===== config.mk =====
export PLATFORM = sky130hd
export DESIGN_NAME = tracking_differentiator_fhan_top
export DESIGN_NICKNAME = d
export VERILOG_FILES = /design/src/rtl/core/tdf_pkg.sv /design/src/rtl/core/tdf_ctrl.sv /design/src/rtl/core/tdf_dp.sv /design/src/rtl/core/tracking_differentiator_fhan_top.sv
export SDC_FILE = /design/constraint.sdc
export NUM_CORES = 2
export LEC_CHECK = 0
export BUFFER_PORTS_ARGS = -buffer_cell sky130_fd_sc_hd__buf_2
export CAP_MARGIN = 5
export CORE_ASPECT_RATIO = 1.1
export CORE_UTILIZATION = 45
export CTS_BUF_LIST = sky130_fd_sc_hd__clkbuf_4
export DETAILED_ROUTE_END_ITERATION = 10
export GPL_TIMING_DRIVEN = 0
export HOLD_SLACK_MARGIN = 0.02
export RECOVER_POWER = 25
export SLEW_MARGIN = 15
export SYNTH_ARGS = -nofsm -noshare
export SYNTH_HDL_FRONTEND = slang
export SYNTH_HIERARCHICAL = 1
export SYNTH_SLANG_ARGS = --single-unit
export TNS_END_PERCENT = 10

===== constraint.sdc =====
create_clock -name clk -period 27.5 [get_ports clk]
set_input_delay 2.75 -clock clk [delete_from_list [all_inputs] [get_ports clk]]
set_output_delay 2.75 -clock clk [all_outputs]
set_load 0.1 [all_outputs]

===== src/rtl/core/tdf_pkg.sv =====
// tdf_pkg: shared types, constants and saturation helpers for the tracking differentiator
`timescale 1ns / 1ps

package tdf_pkg;

    // word widths fixed by the payload fields
    localparam int DW        = 32;
    localparam int IW        = DW + 8;
    localparam int XW        = IW + 4;
    localparam int PW        = 2 * IW;
    localparam int RW        = IW + 2;
    localparam int MUL_DIGIT = 8;
    localparam int MUL_STEPS = (IW + MUL_DIGIT - 1) / MUL_DIGIT;
    localparam int MB_W      = MUL_STEPS * MUL_DIGIT;
    localparam int CNT_W     = $clog2(IW);
    localparam int SPEED_W   = 31;
    localparam int STEP_W    = 17;
    localparam int CFG_IDX_W = 2;
    localparam int CFG_DATA_W = 32;

    // configuration register indexes and reset values
    localparam logic [CFG_IDX_W-1:0] CFG_SPEED = 2'd0;
    localparam logic [CFG_IDX_W-1:0] CFG_STEP  = 2'd1;
    localparam logic [SPEED_W-1:0]   SPEED_RESET = 31'd6553600;
    localparam logic [STEP_W-1:0]    STEP_RESET  = 17'd655;

    // input operation codes
    localparam logic OP_UPDATE = 1'b0;
    localparam logic OP_CLEAR  = 1'b1;

    typedef logic signed [XW-1:0] xw_t;

    localparam xw_t IW_HI = xw_t'((XW'(1) << (IW - 1)) - XW'(1));
    localparam xw_t IW_LO = -IW_HI - xw_t'(1);
    localparam xw_t DW_HI = xw_t'((XW'(1) << (DW - 1)) - XW'(1));
    localparam xw_t DW_LO = -DW_HI - xw_t'(1);
    localparam logic [IW-1:0] IW_MAX = {1'b0, {(IW - 1){1'b1}}};

    typedef struct packed {
        logic                 op;
        logic signed [DW-1:0] target;
    } in_word_t;

    typedef struct packed {
        logic signed [DW-1:0] tracked_out;
        logic signed [DW-1:0] derivative_out;
        logic signed [DW-1:0] accel_out;
        logic                 saturated;
    } out_word_t;

    // datapath jobs, run in this order for an update
    typedef enum logic [3:0] {
        JOB_RH, JOB_D, JOB_A0, JOB_Y, JOB_T, JOB_DT,
        JOB_SQRT, JOB_SEL, JOB_DIV, JOB_RQ, JOB_HF
    } job_t;

    typedef enum logic [1:0] {
        ST_IDLE, ST_START, ST_RUN, ST_DONE
    } state_t;

    typedef struct packed {
        logic accept_update;
        logic accept_clear;
        logic start;
        job_t job;
        logic load_out;
    } dp_cmd_t;

    typedef struct packed {
        logic done;
        logic busy;
    } dp_stat_t;

    function automatic logic [IW-1:0] mag_iw(input logic signed [IW-1:0] v);
        return v[IW-1] ? unsigned'(-v) : unsigned'(v);
    endfunction

    function automatic logic ovf_iw(input xw_t v);
        return (v > IW_HI) || (v < IW_LO);
    endfunction

    function automatic logic signed [IW-1:0] sat_iw(input xw_t v);
        logic signed [IW-1:0] r;
        if (v > IW_HI)
            r = IW_HI[IW-1:0];
        else if (v < IW_LO)
            r = IW_LO[IW-1:0];
        else
            r = v[IW-1:0];
        return r;
    endfunction

    function automatic logic ovf_dw(input xw_t v);
        return (v > DW_HI) || (v < DW_LO);
    endfunction

    function automatic logic signed [DW-1:0] sat_dw(input xw_t v);
        logic signed [DW-1:0] r;
        if (v > DW_HI)
            r = DW_HI[DW-1:0];
        else if (v < DW_LO)
            r = DW_LO[DW-1:0];
        else
            r = v[DW-1:0];
        return r;
    endfunction

endpackage


===== src/rtl/core/tdf_ctrl.sv =====
// tdf_ctrl: sequencer that walks the datapath through the jobs of one word
`timescale 1ns / 1ps

module tdf_ctrl import tdf_pkg::*;
(
    input  logic     clk,
    input  logic     rst_n,
    input  logic     in_valid,
    input  logic     op,
    output logic     in_ready,
    output logic     out_valid,
    input  logic     out_ready,
    output dp_cmd_t  cmd,
    input  dp_stat_t stat
);

    state_t state_reg, state_next;
    job_t   job_reg, job_next;
    logic   out_valid_reg, out_valid_next;

    // state registers
    always_ff @(posedge clk or negedge rst_n)
    begin
        if (!rst_n)
        begin
            state_reg     <= ST_IDLE;
            job_reg       <= JOB_RH;
            out_valid_reg <= 1'b0;
        end
        else
        begin
            state_reg     <= state_next;
            job_reg       <= job_next;
            out_valid_reg <= out_valid_next;
        end
    end

    // next state
    always_comb
    begin
        state_next = state_reg;
        job_next   = job_reg;
        unique case (state_reg)
            ST_IDLE:
            begin
                if (in_valid)
                begin
                    job_next   = JOB_RH;
                    state_next = (op == OP_CLEAR) ? ST_DONE : ST_START;
                end
            end
            ST_START:
                state_next = ST_RUN;
            ST_RUN:
            begin
                if (stat.done)
                begin
                    if (job_reg == JOB_HF)
                        state_next = ST_DONE;
                    else
                    begin
                        job_next   = job_t'(job_reg + 4'd1);
                        state_next = ST_START;
                    end
                end
            end
            ST_DONE:
            begin
                if (!out_valid_reg || out_ready)
                    state_next = ST_IDLE;
            end
            default:
                state_next = ST_IDLE;
        endcase
    end

    // outputs and commands
    always_comb
    begin
        in_ready          = (state_reg == ST_IDLE);
        cmd.accept_update = (state_reg == ST_IDLE) && in_valid && (op == OP_UPDATE);
        cmd.accept_clear  = (state_reg == ST_IDLE) && in_valid && (op == OP_CLEAR);
        cmd.start         = (state_reg == ST_START);
        cmd.job           = job_reg;
        cmd.load_out      = (state_reg == ST_DONE) && (!out_valid_reg || out_ready);
        if (cmd.load_out)
            out_valid_next = 1'b1;
        else if (out_ready)
            out_valid_next = 1'b0;
        else
            out_valid_next = out_valid_reg;
    end

    assign out_valid = out_valid_reg;

endmodule


===== src/rtl/core/tdf_dp.sv =====
// tdf_dp: fixed-point datapath with shared multiplier, square root and divider
`timescale 1ns / 1ps

module tdf_dp import tdf_pkg::*;
#(
    parameter int FRAC_BITS = 16
)
(
    input  logic                 clk,
    input  logic                 rst_n,
    input  dp_cmd_t              cmd,
    output dp_stat_t             stat,
    input  logic signed [DW-1:0] target,
    input  logic [SPEED_W-1:0]   speed,
    input  logic [STEP_W-1:0]    step,
    output out_word_t            out_word
);

    localparam int QW  = FRAC_BITS + 2;
    localparam int DRW = IW + 1;

    // control and tracked state
    logic                 busy_reg, fin_reg;
    logic [CNT_W-1:0]     cnt_reg;
    logic signed [DW-1:0] x1_reg, x2_reg, acc_reg;

    // payload registers
    logic signed [DW-1:0] v_reg, fh_reg;
    logic signed [IW-1:0] d_reg, a0_reg, y_reg, t_reg, a_reg;
    logic [IW-1:0]        a1_reg;
    logic signed [QW-1:0] q_reg;
    logic                 clip_reg;
    logic [IW-1:0]        ma_reg;
    logic [MB_W-1:0]      mb_reg;
    logic [PW-1:0]        prod_reg;
    logic                 neg_reg;
    logic [PW-1:0]        rad_reg;
    logic [IW-1:0]        root_reg;
    logic [RW-1:0]        rem_reg;
    logic [DRW-1:0]       drem_reg;
    logic [QW-1:0]        quo_reg;
    out_word_t            out_reg;

    logic signed [IW-1:0] r_s, h_s, x2_s, fh_s, q_s, opa, opb;
    logic [CNT_W-1:0]     last;

    assign r_s  = signed'(IW'(speed));
    assign h_s  = signed'(IW'(step));
    assign x2_s = IW'(x2_reg);
    assign fh_s = IW'(fh_reg);
    assign q_s  = IW'(q_reg);

    // operand select and step count per job
    always_comb
    begin
        opa  = '0;
        opb  = '0;
        last = '0;
        unique case (cmd.job)
            JOB_RH:   begin opa = r_s;   opb = h_s;  last = CNT_W'(MUL_STEPS - 1); end
            JOB_D:    begin opa = d_reg; opb = h_s;  last = CNT_W'(MUL_STEPS - 1); end
            JOB_A0:   begin opa = h_s;   opb = x2_s; last = CNT_W'(MUL_STEPS - 1); end
            JOB_DT:   begin opa = d_reg; opb = t_reg; last = CNT_W'(MUL_STEPS - 1); end
            JOB_RQ:   begin opa = r_s;   opb = q_s;  last = CNT_W'(MUL_STEPS - 1); end
            JOB_HF:   begin opa = h_s;   opb = fh_s; last = CNT_W'(MUL_STEPS - 1); end
            JOB_SQRT: last = CNT_W'(IW - 1);
            JOB_DIV:  last = CNT_W'(FRAC_BITS);
            default:  last = '0;
        endcase
    end

    // multiplier digit step
    logic [IW+MUL_DIGIT-1:0] pp;
    logic [PW-1:0]           prod_step;
    assign pp        = ma_reg * mb_reg[MB_W-1 -: MUL_DIGIT];
    assign prod_step = (prod_reg << MUL_DIGIT) + PW'(pp);

    // fixed-point product rescale and saturation
    logic [PW-1:0]        fm_sh;
    logic                 fm_sat;
    logic [IW-1:0]        fm_mag;
    logic signed [IW-1:0] fm_val;
    assign fm_sh  = prod_reg >> FRAC_BITS;
    assign fm_sat = fm_sh > PW'(IW_MAX);
    assign fm_mag = fm_sat ? IW_MAX : fm_sh[IW-1:0];
    assign fm_val = neg_reg ? -signed'(fm_mag) : signed'(fm_mag);

    // square root digit step
    logic [RW+1:0] rem2, trial;
    logic          sq_ge;
    assign rem2  = {rem_reg, rad_reg[PW-1 -: 2]};
    assign trial = (RW + 2)'({root_reg, 2'b01});
    assign sq_ge = rem2 >= trial;

    // divider digit step
    logic [DRW-1:0] drs;
    logic           dv_ge;
    assign drs   = (cnt_reg == '0) ? drem_reg : (drem_reg << 1);
    assign dv_ge = drs >= DRW'(unsigned'(d_reg));

    // error, y and t terms
    xw_t e_x, ysum_x, m8_x, tsum_x;
    logic signed [IW-1:0] c8;
    assign e_x    = xw_t'(x1_reg) - xw_t'(v_reg);
    assign ysum_x = e_x + xw_t'(a0_reg);
    assign m8_x   = xw_t'({mag_iw(y_reg), 3'b000});
    assign c8     = sat_iw(m8_x);
    assign tsum_x = xw_t'(d_reg) + xw_t'(c8);

    // a2, linear-zone a and fhan selection terms
    xw_t diff_x, half_x, a2_x, aalt_x, fhs_x, x1s_x, x2s_x;
    logic lin_y, lin_a;
    assign diff_x = xw_t'(a1_reg) - xw_t'(d_reg);
    assign half_x = diff_x >>> 1;
    assign a2_x   = y_reg[IW-1] ? (xw_t'(a0_reg) - half_x) : (xw_t'(a0_reg) + half_x);
    assign aalt_x = xw_t'(a0_reg) + xw_t'(y_reg);
    assign lin_y  = (xw_t'(y_reg) >= -xw_t'(d_reg)) && (xw_t'(y_reg) < xw_t'(d_reg));
    assign lin_a  = (xw_t'(a_reg) >= -xw_t'(d_reg)) && (xw_t'(a_reg) < xw_t'(d_reg));
    assign fhs_x  = lin_a ? -xw_t'(fm_val)
                          : (a_reg[IW-1] ? xw_t'(r_s) : -xw_t'(r_s));
    assign x1s_x  = xw_t'(x1_reg) + xw_t'(a0_reg);
    assign x2s_x  = xw_t'(x2_reg) + xw_t'(fm_val);

    // sequencing and tracked state
    always_ff @(posedge clk or negedge rst_n)
    begin
        if (!rst_n)
        begin
            busy_reg <= 1'b0;
            fin_reg  <= 1'b0;
            cnt_reg  <= '0;
            x1_reg   <= '0;
            x2_reg   <= '0;
            acc_reg  <= '0;
        end
        else
        begin
            fin_reg <= busy_reg && !cmd.start && (cnt_reg == last);
            if (cmd.start)
            begin
                busy_reg <= 1'b1;
                cnt_reg  <= '0;
            end
            else if (busy_reg)
            begin
                cnt_reg <= cnt_reg + CNT_W'(1);
                if (cnt_reg == last)
                    busy_reg <= 1'b0;
            end
            if (cmd.accept_clear)
            begin
                x1_reg  <= '0;
                x2_reg  <= '0;
                acc_reg <= '0;
            end
            else if (fin_reg && (cmd.job == JOB_HF))
            begin
                x1_reg  <= sat_dw(x1s_x);
                x2_reg  <= sat_dw(x2s_x);
                acc_reg <= fh_reg;
            end
        end
    end

    // working registers: loads, digit steps and job results
    always_ff @(posedge clk)
    begin
        if (cmd.accept_update)
        begin
            v_reg    <= target;
            clip_reg <= 1'b0;
        end
        if (cmd.accept_clear)
            clip_reg <= 1'b0;

        if (cmd.start)
        begin
            unique case (cmd.job)
                JOB_SQRT:
                begin
                    rad_reg  <= prod_reg;
                    root_reg <= '0;
                    rem_reg  <= '0;
                end
                JOB_DIV:
                begin
                    drem_reg <= DRW'(mag_iw(a_reg));
                    quo_reg  <= '0;
                end
                default:
                begin
                    ma_reg   <= mag_iw(opa);
                    mb_reg   <= MB_W'(mag_iw(opb));
                    neg_reg  <= opa[IW-1] ^ opb[IW-1];
                    prod_reg <= '0;
                end
            endcase
        end
        else if (busy_reg)
        begin
            unique case (cmd.job)
                JOB_RH, JOB_D, JOB_A0, JOB_DT, JOB_RQ, JOB_HF:
                begin
                    prod_reg <= prod_step;
                    mb_reg   <= mb_reg << MUL_DIGIT;
                end
                JOB_SQRT:
                begin
                    rem_reg  <= RW'(sq_ge ? (rem2 - trial) : rem2);
                    root_reg <= {root_reg[IW-2:0], sq_ge};
                    rad_reg  <= rad_reg << 2;
                end
                JOB_DIV:
                begin
                    drem_reg <= dv_ge ? (drs - DRW'(unsigned'(d_reg))) : drs;
                    quo_reg  <= {quo_reg[QW-2:0], dv_ge};
                end
                default: ;
            endcase
        end

        if (fin_reg)
        begin
            unique case (cmd.job)
                JOB_RH:
                begin
                    d_reg    <= fm_val;
                    clip_reg <= clip_reg | fm_sat;
                end
                JOB_D:
                begin
                    d_reg    <= (fm_val[IW-1] || (fm_val == '0)) ? IW'(1) : fm_val;
                    clip_reg <= clip_reg | fm_sat;
                end
                JOB_A0:
                begin
                    a0_reg   <= fm_val;
                    clip_reg <= clip_reg | fm_sat;
                end
                JOB_Y:
                begin
                    y_reg    <= sat_iw(ysum_x);
                    clip_reg <= clip_reg | ovf_iw(ysum_x);
                end
                JOB_T:
                begin
                    t_reg    <= sat_iw(tsum_x);
                    clip_reg <= clip_reg | ovf_iw(m8_x) | ovf_iw(tsum_x);
                end
                JOB_SQRT:
                    a1_reg <= root_reg;
                JOB_SEL:
                begin
                    a_reg    <= lin_y ? sat_iw(aalt_x) : sat_iw(a2_x);
                    clip_reg <= clip_reg | ovf_iw(a2_x) | (lin_y & ovf_iw(aalt_x));
                end
                JOB_DIV:
                    q_reg <= a_reg[IW-1] ? -signed'(quo_reg) : signed'(quo_reg);
                JOB_RQ:
                begin
                    fh_reg   <= sat_dw(fhs_x);
                    clip_reg <= clip_reg | (lin_a & fm_sat) | ovf_dw(fhs_x);
                end
                JOB_HF:
                    clip_reg <= clip_reg | fm_sat | ovf_dw(x1s_x) | ovf_dw(x2s_x);
                default: ;
            endcase
        end

        if (cmd.load_out)
        begin
            out_reg.tracked_out    <= x1_reg;
            out_reg.derivative_out <= x2_reg;
            out_reg.accel_out      <= acc_reg;
            out_reg.saturated      <= clip_reg;
        end
    end

    assign stat.done = fin_reg;
    assign stat.busy = busy_reg;
    assign out_word  = out_reg;

endmodule


===== src/rtl/core/tracking_differentiator_fhan_top.sv =====
// tracking_differentiator_fhan_top: fhan tracking differentiator with config registers
//
// Input channel (in_valid/in_ready/in_data) takes one word: op and a signed
// Q16.16 target. An update word advances tracked value and derivative with
// fhan of the tracking error; a clear word zeroes all three state values.
// Output channel (out_valid/out_ready/out_data) gives one word per input:
// tracked value, derivative, fhan result and a saturation flag.
// Config channel (cfg_valid/cfg_ready/cfg_index/cfg_data) writes speed
// factor (index 0) and step size (index 1); other indexes are ignored.
// An update runs through the 40-step bitwise square root, six multiplies
// through a 40x8 multiplier at five digits each, and the 17-step restoring
// divide. A clear goes straight to the done state and loads the output
// register once it is free. One word is in work at a time; the next is
// taken once the current result sits in the output register.
// Reset: state values clear to zero, speed factor 100.0, step about 0.01.
// When the receiver stalls the result holds in the output register and the
// next word is still accepted and worked on, finishing into the register
// once it is freed.
`timescale 1ns / 1ps

module tracking_differentiator_fhan_top import tdf_pkg::*;
#(
    parameter int FRAC_BITS = 16
)
(
    input  logic                  clk,
    input  logic                  rst_n,
    input  logic                  in_valid,
    output logic                  in_ready,
    input  in_word_t              in_data,
    output logic                  out_valid,
    input  logic                  out_ready,
    output out_word_t             out_data,
    input  logic                  cfg_valid,
    output logic                  cfg_ready,
    input  logic [CFG_IDX_W-1:0]  cfg_index,
    input  logic [CFG_DATA_W-1:0] cfg_data
);

    logic [SPEED_W-1:0] speed_reg;
    logic [STEP_W-1:0]  step_reg;
    dp_cmd_t            cmd;
    dp_stat_t           stat;

    // configuration registers
    assign cfg_ready = 1'b1;

    always_ff @(posedge clk or negedge rst_n)
    begin
        if (!rst_n)
        begin
            speed_reg <= SPEED_RESET;
            step_reg  <= STEP_RESET;
        end
        else if (cfg_valid)
        begin
            unique case (cfg_index)
                CFG_SPEED: speed_reg <= cfg_data[SPEED_W-1:0];
                CFG_STEP:  step_reg  <= cfg_data[STEP_W-1:0];
                default: ;
            endcase
        end
    end

    // sequencer
    tdf_ctrl u_ctrl (
        .clk       (clk),
        .rst_n     (rst_n),
        .in_valid  (in_valid),
        .op        (in_data.op),
        .in_ready  (in_ready),
        .out_valid (out_valid),
        .out_ready (out_ready),
        .cmd       (cmd),
        .stat      (stat)
    );

    // arithmetic
    tdf_dp #(
        .FRAC_BITS (FRAC_BITS)
    ) u_dp (
        .clk      (clk),
        .rst_n    (rst_n),
        .cmd      (cmd),
        .stat     (stat),
        .target   (in_data.target),
        .speed    (speed_reg),
        .step     (step_reg),
        .out_word (out_data)
    );

    // an accepted word keeps the input closed for the next cycle
    assert property (@(posedge clk) disable iff (!rst_n)
        in_valid && in_ready |=> !in_ready)
        else $error("input accepted while a word is in work");

    // a clear with a free output register reports through the done state into the output register
    assert property (@(posedge clk) disable iff (!rst_n)
        in_valid && in_ready && in_data.op && !out_valid |=> ##1 out_valid)
        else $error("clear result late");

    // that clear result is all zero and unclipped
    assert property (@(posedge clk) disable iff (!rst_n)
        in_valid && in_ready && in_data.op && !out_valid |=> ##1
        (out_data.tracked_out == '0 && out_data.derivative_out == '0 &&
         out_data.accel_out == '0 && !out_data.saturated))
        else $error("clear result not zero");

endmodule

==> flow_summary.yaml <==
cts:
  cts_hold_buf: 0
  clk_pin_slew_ns: 0.08
  cts_resized: 0
  cts_tree: "yes"
  insertion_delay_ns: 1.39
  post_cts_buffers: 0
  root_buffer: "clkbuf_4"
  clockBufferDepth: 4
  htreeDepth: 5
  numCtsBuffers: 290
  clock-sinks: 961
grt:
  grt_pass1_vias: 66600
  grt_antenna_before_repair: 18
  grt_max_degree: 102
  grt-ovfl-total: 0
  track_usage_pct: 32.8
  grt_pass1_wl_um: 437000
pwr:
  p_int_mw: 4.72
  seqPwrFrac_pct: 24.6
  p_leak_nw: 36.9
  switchingPower_mw: 4.17
  ir_worst_vdd_mv: 0.166
  powerDensity_nw_per_um2: 100
  p_clk_share_pct: 15.4
  combPwrFrac_pct: 60.0
  switching_share_pct: 46.9
floorplan:
  initial_utilization_pct: 45.4
  io_pins: 172
  dieArea_um2: 181000
  core_area_um2: 178000
  rows: 162
  fp.dieW_um: 406
  die_height_um: 446
layout:
  largest_register_ffs: 97
  layout_common_cells: "edfxtp_1, nand2_1, inv_1, a21oi_1, nor2_1"
  nets: 9877
  postLayoutCoreUtil_pct: 49.9
  synthToLayoutAreaGrowth_pct: 9.77
  n_fill_cell: 16900
  drive_above_1_share_pct: 10.7
  final_common_cell: "edfxtp_1"
  multiInputGateArea_um2: 48900
  ff_latch_area_um2: 28100
worst_setup_path:
  slowest_stage: "nor2_1"
  crit_buf_inv: 6
  critPathArrivalTime_ns: 12.76
  cp_slowest_stage_delay_ns: 0.81
  cp_max_fo: 10
  critPathTopFamily: "simple AND/OR/NAND/NOR gates"
  cp.required_ns: 28.82
  setup.worst_path.end_class: "flip-flop"
  crit_path_start_kind: "flip-flop"
  critPathKind: "reg2reg"
detailed_routing:
  routed_wl_um: 300000
  antenna_left: 0
  wire_per_inst_um: 26.2
  vias_per_cell: 6.03
  drt-initial-drc-count: 6945
  drc: 0
  dr.pass1.iters: 8
  via_count: 69200
outcome:
  failed_checks: "capacitance limit, slew limit"
  status: "complete, but fails checks"
timing:
  hold_viol_final: 0
  skew_ns: 0.170
  max_freq_mhz: 87.4
  holdWs_ns: 0.418
  worst_pin_slew_ns: 5.52
  min_period_ns: 11.44
  maxSlewHeadroom_pct: -268
  setup_violations: 0
  final.setup.tns_ns: 0
  drv_slew: 384
  min_period_over_period_pct: 41.6
  rsz0062_at_grt: "false"
placement:
  place.gp.congestion: 1.02
  port_buffers: 169
  dpl.hpwl_um: 239000
logic_synthesis:
  netlist_instances: 8375
  synth_area_um2: 80600
  avgSynthCellArea_um2: 9.63
  yosys_warnings: 6
  synth_nets: 9381
job:
  max_cap_viol_count: 7
min_path:
  hold_class: "reg2reg"
==> routing by layer <==
metal	track usage (%)	vias up	wire, um	share of wire (%)
li1	-	31400	-	-
met4	19.6	12	20100	6.7
met1	41.7	33900	121000	40
met2	51.5	3050	135000	45
met3	6.60	782	24100	8.0
met5	0	-	79	0.026
==> cell type report <==
cell class / instances / share of cell area (%)
multi-input combinational: 6436 / 55.2
sequential: 961 / 31.7
tap: 2378 / 3.36
clock buffer: 395 / 3.35
inverter: 667 / 2.83
timing repair buffer: 204 / 1.51
buffer: 311 / 1.40
clock inverter: 86 / 0.544
antenna: 23 / 0.0650
==> worst reg2reg max path: cells and delay by family, from the launching register on <==
family                   cells  cell delay (ns)
AO/OA/AOI/OAI               11             3.51
XOR/XNOR                     1             0.15
adder cells (fa/ha/maj)      2             0.84
buffers and inverters        6             2.53
flip-flops                   1             0.49
AND/OR/NAND/NOR             11             3.91
==> power by group through the flow <==
stage / logic, mW / clock network (mW) / registers, mW
after floorplan: 3.73 / 0 / 2.32
after global placement: 5.15 / 0 / 2.21
after detailed placement: 5.22 / 0 / 2.20
after CTS: 5.28 / 1.41 / 2.18
after global routing: 5.88 / 1.48 / 2.20
final: 5.33 / 1.37 / 2.19
==> stage by stage <==
step | power (mW) | setup slack, ns | cells | cell area [um2]
3_3_place_gp | 7.36 | 13.77 | 10900 | 84500
3_5_place_dp | 7.42 | 16.45 | 11000 | 85200
5_1_grt | 9.56 | 15.81 | 11500 | 88500
4_1_cts | 8.86 | 16.46 | 11400 | 88700
6_report | 8.89 | 16.06 | 11500 | 88500
2_1_floorplan | 6.05 | 18.54 | 8375 | 80600
==> final timing paths <==
kind,slack (ns),start,to,cells after the start
max,16.06,u_dp/prod_reg[64],u_dp/x2_reg[18],31
min,0.42,u_dp/root_reg[12],u_dp/a1_reg[12],0
max reg2reg,16.06,u_dp/prod_reg[64],u_dp/x2_reg[18],31
min reg2reg,0.42,u_dp/root_reg[12],u_dp/a1_reg[12],0
max in group asynchronous,18.15,rst_n,u_dp/acc_reg[14],2
min in group asynchronous,2.76,rst_n,u_dp/x1_reg[21],1
No activity file was read; power rests on OpenSTA's default activity.
